## src/rtl/modexp_pkg.sv

```systemverilog
package modexp_pkg;

    localparam int OPERAND_BITS  = 32;
    localparam int EXPONENT_BITS = 63;
    localparam int CNT_BITS      = $clog2(OPERAND_BITS);
    localparam int PC_BITS       = 4;

    localparam logic [CNT_BITS-1:0] CNT_MAX = CNT_BITS'(OPERAND_BITS - 1);

    typedef logic [OPERAND_BITS-1:0]  operand_t;
    typedef logic [OPERAND_BITS:0]    wide_t;
    typedef logic [EXPONENT_BITS-1:0] exponent_t;
    typedef logic [PC_BITS-1:0]       pc_t;

    // Datapath operations, one per control word
    typedef enum logic [3:0] {
        OP_NOP,
        OP_LOAD,
        OP_SET_ONE,
        OP_SET_ZERO,
        OP_INIT,
        OP_REM,
        OP_BASE_STORE,
        OP_CLEAR,
        OP_MUL_ACC,
        OP_ACC_STORE,
        OP_MUL_SQ,
        OP_SQ_STORE,
        OP_EMIT
    } op_t;

    // Jump conditions
    typedef enum logic [3:0] {
        C_NEVER,
        C_ALWAYS,
        C_NO_INPUT,
        C_EXP_ZERO,
        C_MOD_ZERO,
        C_BIT0_CLR,
        C_CNT_NZ,
        C_EXP_MORE,
        C_OUT_BUSY
    } cond_t;

    typedef struct packed {
        op_t   op;
        cond_t cond;
        pc_t   target;
    } ctrl_word_t;

    typedef struct packed {
        logic in_valid;
        logic exp_zero;
        logic mod_zero;
        logic exp_bit0;
        logic exp_more;
        logic cnt_nz;
        logic out_busy;
    } status_t;

    localparam pc_t STEP_IDLE     = 4'd0;
    localparam pc_t STEP_CHK_EXP  = 4'd1;
    localparam pc_t STEP_CHK_MOD  = 4'd2;
    localparam pc_t STEP_INIT     = 4'd3;
    localparam pc_t STEP_REM      = 4'd4;
    localparam pc_t STEP_BASE     = 4'd5;
    localparam pc_t STEP_BIT      = 4'd6;
    localparam pc_t STEP_MUL_ACC  = 4'd7;
    localparam pc_t STEP_ACC_ST   = 4'd8;
    localparam pc_t STEP_SQ_CLR   = 4'd9;
    localparam pc_t STEP_MUL_SQ   = 4'd10;
    localparam pc_t STEP_SQ_ST    = 4'd11;
    localparam pc_t STEP_EMIT     = 4'd12;
    localparam pc_t STEP_RETURN   = 4'd13;

    // Microprogram: right-to-left square and multiply
    function automatic ctrl_word_t ucode(input pc_t pc);
        ctrl_word_t w;
        begin
            case (pc)
                STEP_IDLE:    w = '{op: OP_LOAD,       cond: C_NO_INPUT, target: STEP_IDLE};
                STEP_CHK_EXP: w = '{op: OP_SET_ONE,    cond: C_EXP_ZERO, target: STEP_EMIT};
                STEP_CHK_MOD: w = '{op: OP_SET_ZERO,   cond: C_MOD_ZERO, target: STEP_EMIT};
                STEP_INIT:    w = '{op: OP_INIT,       cond: C_NEVER,    target: STEP_IDLE};
                STEP_REM:     w = '{op: OP_REM,        cond: C_CNT_NZ,   target: STEP_REM};
                STEP_BASE:    w = '{op: OP_BASE_STORE, cond: C_NEVER,    target: STEP_IDLE};
                STEP_BIT:     w = '{op: OP_CLEAR,      cond: C_BIT0_CLR, target: STEP_SQ_CLR};
                STEP_MUL_ACC: w = '{op: OP_MUL_ACC,    cond: C_CNT_NZ,   target: STEP_MUL_ACC};
                STEP_ACC_ST:  w = '{op: OP_ACC_STORE,  cond: C_NEVER,    target: STEP_IDLE};
                STEP_SQ_CLR:  w = '{op: OP_CLEAR,      cond: C_NEVER,    target: STEP_IDLE};
                STEP_MUL_SQ:  w = '{op: OP_MUL_SQ,     cond: C_CNT_NZ,   target: STEP_MUL_SQ};
                STEP_SQ_ST:   w = '{op: OP_SQ_STORE,   cond: C_EXP_MORE, target: STEP_BIT};
                STEP_EMIT:    w = '{op: OP_EMIT,       cond: C_OUT_BUSY, target: STEP_EMIT};
                STEP_RETURN:  w = '{op: OP_NOP,        cond: C_ALWAYS,   target: STEP_IDLE};
                default:      w = '{op: OP_NOP,        cond: C_ALWAYS,   target: STEP_IDLE};
            endcase
            return w;
        end
    endfunction

endpackage

```

## src/rtl/modexp_if.sv

```systemverilog
interface modexp_in_if;
    import modexp_pkg::*;

    logic      valid;
    logic      ready;
    operand_t  base_value;
    exponent_t exponent;
    operand_t  modulus;

    modport source (output valid, output base_value, output exponent, output modulus,
                    input ready);
    modport sink   (input valid, input base_value, input exponent, input modulus,
                    output ready);
endinterface

interface modexp_out_if;
    import modexp_pkg::*;

    logic     valid;
    logic     ready;
    operand_t power_result;

    modport source (output valid, output power_result, input ready);
    modport sink   (input valid, input power_result, output ready);
endinterface

```

## src/rtl/modexp_seq.sv

```systemverilog
module modexp_seq
    import modexp_pkg::*;
(
    input  logic       clk,
    input  logic       rst_n,
    input  status_t    status,
    output ctrl_word_t ctrl
);

    pc_t  pc_reg;
    pc_t  pc_next;
    logic taken;

    assign ctrl = ucode(pc_reg);

    always_comb
    begin
        case (ctrl.cond)
            C_NEVER:    taken = 1'b0;
            C_ALWAYS:   taken = 1'b1;
            C_NO_INPUT: taken = !status.in_valid;
            C_EXP_ZERO: taken = status.exp_zero;
            C_MOD_ZERO: taken = status.mod_zero;
            C_BIT0_CLR: taken = !status.exp_bit0;
            C_CNT_NZ:   taken = status.cnt_nz;
            C_EXP_MORE: taken = status.exp_more;
            C_OUT_BUSY: taken = status.out_busy;
            default:    taken = 1'b1;
        endcase
        pc_next = taken ? ctrl.target : pc_reg + 1'b1;
    end

    always_ff @(posedge clk or negedge rst_n)
    begin
        if (!rst_n)
        begin
            pc_reg <= STEP_IDLE;
        end
        else
        begin
            pc_reg <= pc_next;
        end
    end

    // A counted loop step always falls through once the counter runs out
    a_loop_exit: assert property (@(posedge clk) disable iff (!rst_n)
        (ctrl.cond == C_CNT_NZ && !status.cnt_nz) |=> (pc_reg == $past(pc_reg) + 1'b1))
        else $error("counted loop did not exit");

endmodule

```

## src/rtl/modular_exponentiation_core.sv

```systemverilog
// Channel | Dir | Fields                               | Handshake
// req     | in  | base_value[32] exponent[63] modulus[32] | valid/ready
// rsp     | out | power_result[32]                     | valid/ready
//
// One item at a time, run by a 14-step microprogram: a new request is
// taken only once the result of the last one is in the output register.
// Each modular product is one pass of the shift-add unit per multiplier bit.
// Reset clears the step counter and the output valid; nothing else.
// A stalled result holds in the output register while the next item is taken.
module modular_exponentiation_core
    import modexp_pkg::*;
(
    input logic          clk,
    input logic          rst_n,
    modexp_in_if.sink    req,
    modexp_out_if.source rsp
);

    ctrl_word_t ctrl;
    status_t    status;

    operand_t        acc_reg;
    operand_t        acc_next;
    operand_t        sq_reg;
    operand_t        sq_next;
    operand_t        prod_reg;
    operand_t        prod_next;
    operand_t        mod_reg;
    operand_t        mod_next;
    exponent_t       exp_reg;
    exponent_t       exp_next;
    logic [CNT_BITS-1:0] cnt_reg;
    logic [CNT_BITS-1:0] cnt_next;
    logic            out_valid_reg;
    logic            out_valid_next;
    operand_t        out_data_reg;
    operand_t        out_data_next;

    logic     out_free;
    wide_t    rem_shift;
    operand_t rem_step;
    wide_t    dbl;
    operand_t dbl_mod;
    operand_t mul_x;
    operand_t mul_y;
    wide_t    sum;
    operand_t mul_step;

    modexp_seq u_seq (
        .clk    (clk),
        .rst_n  (rst_n),
        .status (status),
        .ctrl   (ctrl)
    );

    assign out_free  = !out_valid_reg || rsp.ready;
    assign req.ready = (ctrl.op == OP_LOAD);
    assign rsp.valid = out_valid_reg;
    assign rsp.power_result = out_data_reg;

    assign status.in_valid = req.valid;
    assign status.exp_zero = (exp_reg == '0);
    assign status.mod_zero = (mod_reg == '0);
    assign status.exp_bit0 = exp_reg[0];
    assign status.exp_more = |exp_reg[EXPONENT_BITS-1:1];
    assign status.cnt_nz   = (cnt_reg != '0);
    assign status.out_busy = !out_free;

    // Shift-subtract remainder, one base bit per step
    always_comb
    begin
        rem_shift = {prod_reg, sq_reg[cnt_reg]};
        if (rem_shift >= {1'b0, mod_reg})
        begin
            rem_shift = rem_shift - {1'b0, mod_reg};
        end
        rem_step = rem_shift[OPERAND_BITS-1:0];
    end

    // Shift-add modular multiply, one multiplier bit per step, MSB first
    always_comb
    begin
        mul_x = (ctrl.op == OP_MUL_ACC) ? acc_reg : sq_reg;
        mul_y = sq_reg;
        dbl   = {prod_reg, 1'b0};
        if (dbl >= {1'b0, mod_reg})
        begin
            dbl = dbl - {1'b0, mod_reg};
        end
        dbl_mod = dbl[OPERAND_BITS-1:0];
        sum = {1'b0, dbl_mod};
        if (mul_y[cnt_reg])
        begin
            sum = sum + {1'b0, mul_x};
            if (sum >= {1'b0, mod_reg})
            begin
                sum = sum - {1'b0, mod_reg};
            end
        end
        mul_step = sum[OPERAND_BITS-1:0];
    end

    always_comb
    begin
        acc_next       = acc_reg;
        sq_next        = sq_reg;
        prod_next      = prod_reg;
        mod_next       = mod_reg;
        exp_next       = exp_reg;
        cnt_next       = cnt_reg;
        out_data_next  = out_data_reg;
        out_valid_next = out_valid_reg && !rsp.ready;
        case (ctrl.op)
            OP_LOAD:
            begin
                if (req.valid)
                begin
                    sq_next  = req.base_value;
                    exp_next = req.exponent;
                    mod_next = req.modulus;
                end
            end
            OP_SET_ONE:  acc_next = operand_t'(1);
            OP_SET_ZERO: acc_next = '0;
            OP_INIT:
            begin
                acc_next  = (mod_reg == operand_t'(1)) ? '0 : operand_t'(1);
                prod_next = '0;
                cnt_next  = CNT_MAX;
            end
            OP_REM:
            begin
                prod_next = rem_step;
                cnt_next  = cnt_reg - 1'b1;
            end
            OP_BASE_STORE: sq_next = prod_reg;
            OP_CLEAR:
            begin
                prod_next = '0;
                cnt_next  = CNT_MAX;
            end
            OP_MUL_ACC, OP_MUL_SQ:
            begin
                prod_next = mul_step;
                cnt_next  = cnt_reg - 1'b1;
            end
            OP_ACC_STORE: acc_next = prod_reg;
            OP_SQ_STORE:
            begin
                sq_next  = prod_reg;
                exp_next = exp_reg >> 1;
            end
            OP_EMIT:
            begin
                if (out_free)
                begin
                    out_valid_next = 1'b1;
                    out_data_next  = acc_reg;
                end
            end
            OP_NOP: ;
            default: ;
        endcase
    end

    always_ff @(posedge clk or negedge rst_n)
    begin
        if (!rst_n)
        begin
            out_valid_reg <= 1'b0;
        end
        else
        begin
            out_valid_reg <= out_valid_next;
        end
    end

    always_ff @(posedge clk)
    begin
        acc_reg      <= acc_next;
        sq_reg       <= sq_next;
        prod_reg     <= prod_next;
        mod_reg      <= mod_next;
        exp_reg      <= exp_next;
        cnt_reg      <= cnt_next;
        out_data_reg <= out_data_next;
    end

    // Operands of the multiplier stay reduced
    a_reduced: assert property (@(posedge clk) disable iff (!rst_n)
        (ctrl.op == OP_MUL_ACC || ctrl.op == OP_MUL_SQ)
            |-> (prod_reg < mod_reg && acc_reg < mod_reg && sq_reg < mod_reg))
        else $error("multiplier operand not reduced");

    a_accept_check: assert property (@(posedge clk) disable iff (!rst_n)
        (req.valid && req.ready) |=> (ctrl.op == OP_SET_ONE))
        else $error("accepted item did not reach the exponent check");

    a_emit: assert property (@(posedge clk) disable iff (!rst_n)
        (ctrl.op == OP_EMIT && out_free) |=> (rsp.valid && rsp.power_result == $past(acc_reg)))
        else $error("result not placed in the output register");

endmodule
```

## src/flat_wrapper.sv

```systemverilog
// flat-port wrapper written by rule: the top's interface ports become plain ports
module modular_exponentiation_core_flat import modexp_pkg::*;
  (clk, rst_n, req_valid, req_base_value, req_exponent, req_modulus, req_ready, rsp_valid, rsp_power_result, rsp_ready);
  modexp_in_if req_i ();
  modexp_out_if rsp_i ();
  input logic clk;
  input logic rst_n;
  input wire logic [$bits(req_i.valid)-1:0] req_valid;
  input wire logic [$bits(req_i.base_value)-1:0] req_base_value;
  input wire logic [$bits(req_i.exponent)-1:0] req_exponent;
  input wire logic [$bits(req_i.modulus)-1:0] req_modulus;
  output wire logic [$bits(req_i.ready)-1:0] req_ready;
  output wire logic [$bits(rsp_i.valid)-1:0] rsp_valid;
  output wire logic [$bits(rsp_i.power_result)-1:0] rsp_power_result;
  input wire logic [$bits(rsp_i.ready)-1:0] rsp_ready;
  assign req_i.valid = req_valid;
  assign req_i.base_value = req_base_value;
  assign req_i.exponent = req_exponent;
  assign req_i.modulus = req_modulus;
  assign req_ready = req_i.ready;
  assign rsp_valid = rsp_i.valid;
  assign rsp_power_result = rsp_i.power_result;
  assign rsp_i.ready = rsp_ready;
  modular_exponentiation_core u_core (.clk(clk), .rst_n(rst_n), .req(req_i), .rsp(rsp_i));
endmodule
```

## config.mk

```make
export PLATFORM = sky130hd
export DESIGN_NAME = modular_exponentiation_core_flat
export DESIGN_NICKNAME = d
export VERILOG_FILES = /design/src/rtl/modexp_pkg.sv /design/src/rtl/modexp_if.sv /design/src/rtl/modexp_seq.sv /design/src/rtl/modular_exponentiation_core.sv /design/src/flat_wrapper.sv
export SDC_FILE = /design/constraint.sdc
export NUM_CORES = 1
export LEC_CHECK = 0
export BUFFER_PORTS_ARGS = -buffer_cell sky130_fd_sc_hd__buf_4
export CAP_MARGIN = 20
export CORE_ASPECT_RATIO = 1.2
export CORE_MARGIN = 1
export CORE_UTILIZATION = 60
export CTS_BUF_LIST = sky130_fd_sc_hd__clkbuf_4 sky130_fd_sc_hd__clkbuf_8
export DETAILED_ROUTE_END_ITERATION = 7
export PLACE_DENSITY = 0.78
export SETUP_SLACK_MARGIN = 0.05
export SYNTH_ARGS = -nofsm -noshare
export SYNTH_HDL_FRONTEND = slang
export SYNTH_SLANG_ARGS = --single-unit
```

## constraint.sdc

```tcl
create_clock -name clk -period 8.45 [get_ports clk]
set_input_delay 1.69 -clock clk [delete_from_list [all_inputs] [get_ports clk]]
set_output_delay 1.69 -clock clk [all_outputs]
set_load 0.03 [all_outputs]
```

==> results.py <==
metrics = {
    "clock_network": {
        "clock_latency_ns": 0.57,
        "cts_max_level": 2,
        "cts_made_buffers": 38,
        "cts-root-buf": "clkbuf_8",
        "clk_pin_slew_ns": 0.06,
        "cts.sinks": 233,
        "cts_tree": "yes",
        "clk_path_buf_depth": 3,
    },
    "timing": {
        "setup_viol": 0,
        "holdWs_ns": 0.438,
        "tightest_slew_ns": 1.02,
        "rsz0062_at_grt": "no",
        "finalHoldViolCount": 0,
        "fin_setup_tns_ns": 0,
        "relSlewSlack_pct": 30.2,
        "post-route-min-period_ns": 8.21,
        "finClkSkew_ns": 0.0203,
        "maxSlewViolCount": 0,
        "finalCritPeriodShare_pct": 97.2,
        "fmax_ghz": 0.122,
    },
    "logic_synthesis": {
        "synth-main-ff-cell": "edfxtp_1",
        "synthXorXnorAreaFrac_pct": 5.90,
        "synth_seq_area_share_pct": 39.5,
        "synthesis.area_mm2": 0.0177,
        "ys_warn_count": 0,
        "ys_types": 82,
        "synth-simple-area-share_pct": 13.5,
        "synthAdderAreaFrac_pct": 7.82,
        "syn_nets": 2018,
        "synthMuxAreaShare_pct": 12.2,
        "yosys_register_bits": 233,
        "synth-edff-count": 228,
        "synth_top_family_by_area": "compound AO/OA/AOI/OAI gates",
        "synth-compound-area-share_pct": 17.5,
        "ys_async_sr_fraction_pct": 2.15,
        "synth_area_per_cell_um2": 9.93,
        "synthCells": 1779,
    },
    "critical_path": {
        "end_kind": "flop",
        "worstPathArrival_ns": 8.50,
        "timing_worst_setup_path_type": "reg -> reg",
        "path_common_cell": "o21ai_0",
        "crit_path_start_kind": "flop",
        "slowest_stage": "or4b_4",
        "cp_max_fo": 12,
        "required_ns": 8.74,
        "crit_family": "compound AO/OA/AOI/OAI gates",
        "cp_slowest_stage_delay_ns": 0.61,
        "crit_buf_inv": 2,
    },
    "global_route": {
        "grt_pass1_wl_um": 85000,
        "grt_pass1_vias": 14800,
        "track_usage_pct": 38.1,
        "grt_max_degree": 64,
        "grt_overflow": 0,
        "antenna_found_initial": 0,
    },
    "die": {
        "die_x_um": 159,
        "ios": 165,
        "fp-row-count": 68,
        "start_util_pct": 61.2,
        "core-area_mm2": 0.0288,
        "die_y_um": 190,
        "die-area_mm2": 0.0301,
    },
    "drt": {
        "routedWlPerCell_um": 24.2,
        "postRouteAntennaNets": 0,
        "drt_iter0_drc": 1703,
        "wl_met1_um": 23400,
        "wl_met2_um": 25600,
        "top_layer": "met4",
        "vias": 15400,
        "detail_route.first_pass.iterations": 6,
        "viasPerCell": 6.52,
        "drt-total-wl_um": 57200,
        "drc": 0,
        "wl_met3_um": 5220,
    },
    "place": {
        "postPlaceCellArea_mm2": 0.0194,
        "dp.cells": 2294,
        "port_buffers": 164,
        "dp_hpwl_um": 45600,
        "finalWeightedCongestion": 1.05,
    },
    "run": {
        "maxCapViolations": 0,
    },
    "cells_and_area": {
        "final_cell_mix": "edfxtp_1 (228), buf_4 (213), nand2_1 (165)",
        "finalNonFillerCells": 2362,
        "largest_reg_flops": 63,
        "drive_above_1_share_pct": 23.2,
        "fin_area_mm2": 0.0202,
        "final_common_cell": "edfxtp_1",
        "area_growth_pct": 14.4,
        "num-nets-final": 2189,
    },
    "min_path": {
        "hp-class": "reg -> reg",
    },
    "outcome": {
        "status": "finished clean",
    },
}
[metrics by stage]
stage	utilization, %	setup slack (ns)
floorplan	-	1.59
global route	70.1	0.0466
finish	70.1	0.240
detailed placement	67.3	0.0222
global placement	67.3	0.163
CTS	69.9	0.0589
[cells by family after synthesis]
family | Yosys count
DFF | 233
adders and majority gates | 108
buffers and inverters | 152
AOI/OAI and AO/OA | 489
and+or+nand+nor | 494
xor gates and xnor gates | 119
muxes | 184
[final timing paths]
path,endpoint,depth (start not counted),start,slack (ns)
setup / recovery,u_core.prod_reg[11],27,u_core.prod_reg[24],0.24
min in group asynchronous,u_core.rsp.valid,1,rst_n,0.91
hold / removal,u_core.rsp.power_result[13],0,u_core.acc_reg[13],0.44
max in group asynchronous,u_core.u_seq.pc_reg[1],1,rst_n,7.41
hold reg to reg,u_core.rsp.power_result[13],0,u_core.acc_reg[13],0.44
setup reg to reg,u_core.prod_reg[11],27,u_core.prod_reg[24],0.24
[synthesized netlist by cell type (all sizes together) (11+ instances only)]
| master | n | area (µm²) |
|---|---|---|
| and2 | 41 | 257 |
| xor2 | 46 | 403 |
| o221ai | 11 | 109 |
| a22oi | 12 | 90.1 |
| o211ai | 20 | 150 |
| mux2i | 28 | 293 |
| nor4 | 31 | 194 |
| nand3 | 28 | 140 |
| a21oi | 137 | 686 |
| a21o | 30 | 225 |
| mux2 | 146 | 1640 |
| nand4 | 36 | 231 |
| nor2 | 111 | 417 |
| nor3 | 23 | 120 |
| xnor2 | 73 | 639 |
| buf | 32 | 189 |
| edfxtp | 228 | 6850 |
| nand2 | 165 | 619 |
| inv | 69 | 259 |
| a211oi | 11 | 87.6 |
| ha | 104 | 1300 |
| o21ai | 135 | 676 |
| nand2b | 18 | 113 |
| o21a | 19 | 143 |
| o21bai | 12 | 90.1 |
| clkbuf | 51 | 193 |
| nor2b | 15 | 93.8 |
| a31oi | 15 | 93.8 |
| o22ai | 13 | 81.3 |
[timing repair]
item / in CTS / in global routing
buffers inserted: 0 / 1
cloned: 0 / 0
hold buffers: 0 / 0
pin swaps: 0 / 2
setup endpoints to repair: 6 / 32
resized for setup: 1 / 9
[layer usage]
metal,GRT usage (%),vias to the layer above
met4,18.6,0
met2,59.6,841
met5,0,-
met3,5.38,142
met1,51.7,7356
li1,-,7056
[layout make-up]
type / count / area (µm²)
clock buffers: 46 / 583
inverters: 69 / 259
multi-input cells: 1394 / 10100
well taps: 385 / 482
fillers: 2150 / 8630
clock inverters: 20 / 173
repair buffers: 214 / 1610
diodes: 1 / 2.50
flip-flops and latches: 233 / 6970
Power is not shown: default switching activity piles up to over one toggle a cycle in this logic, so the estimate is an artifact.
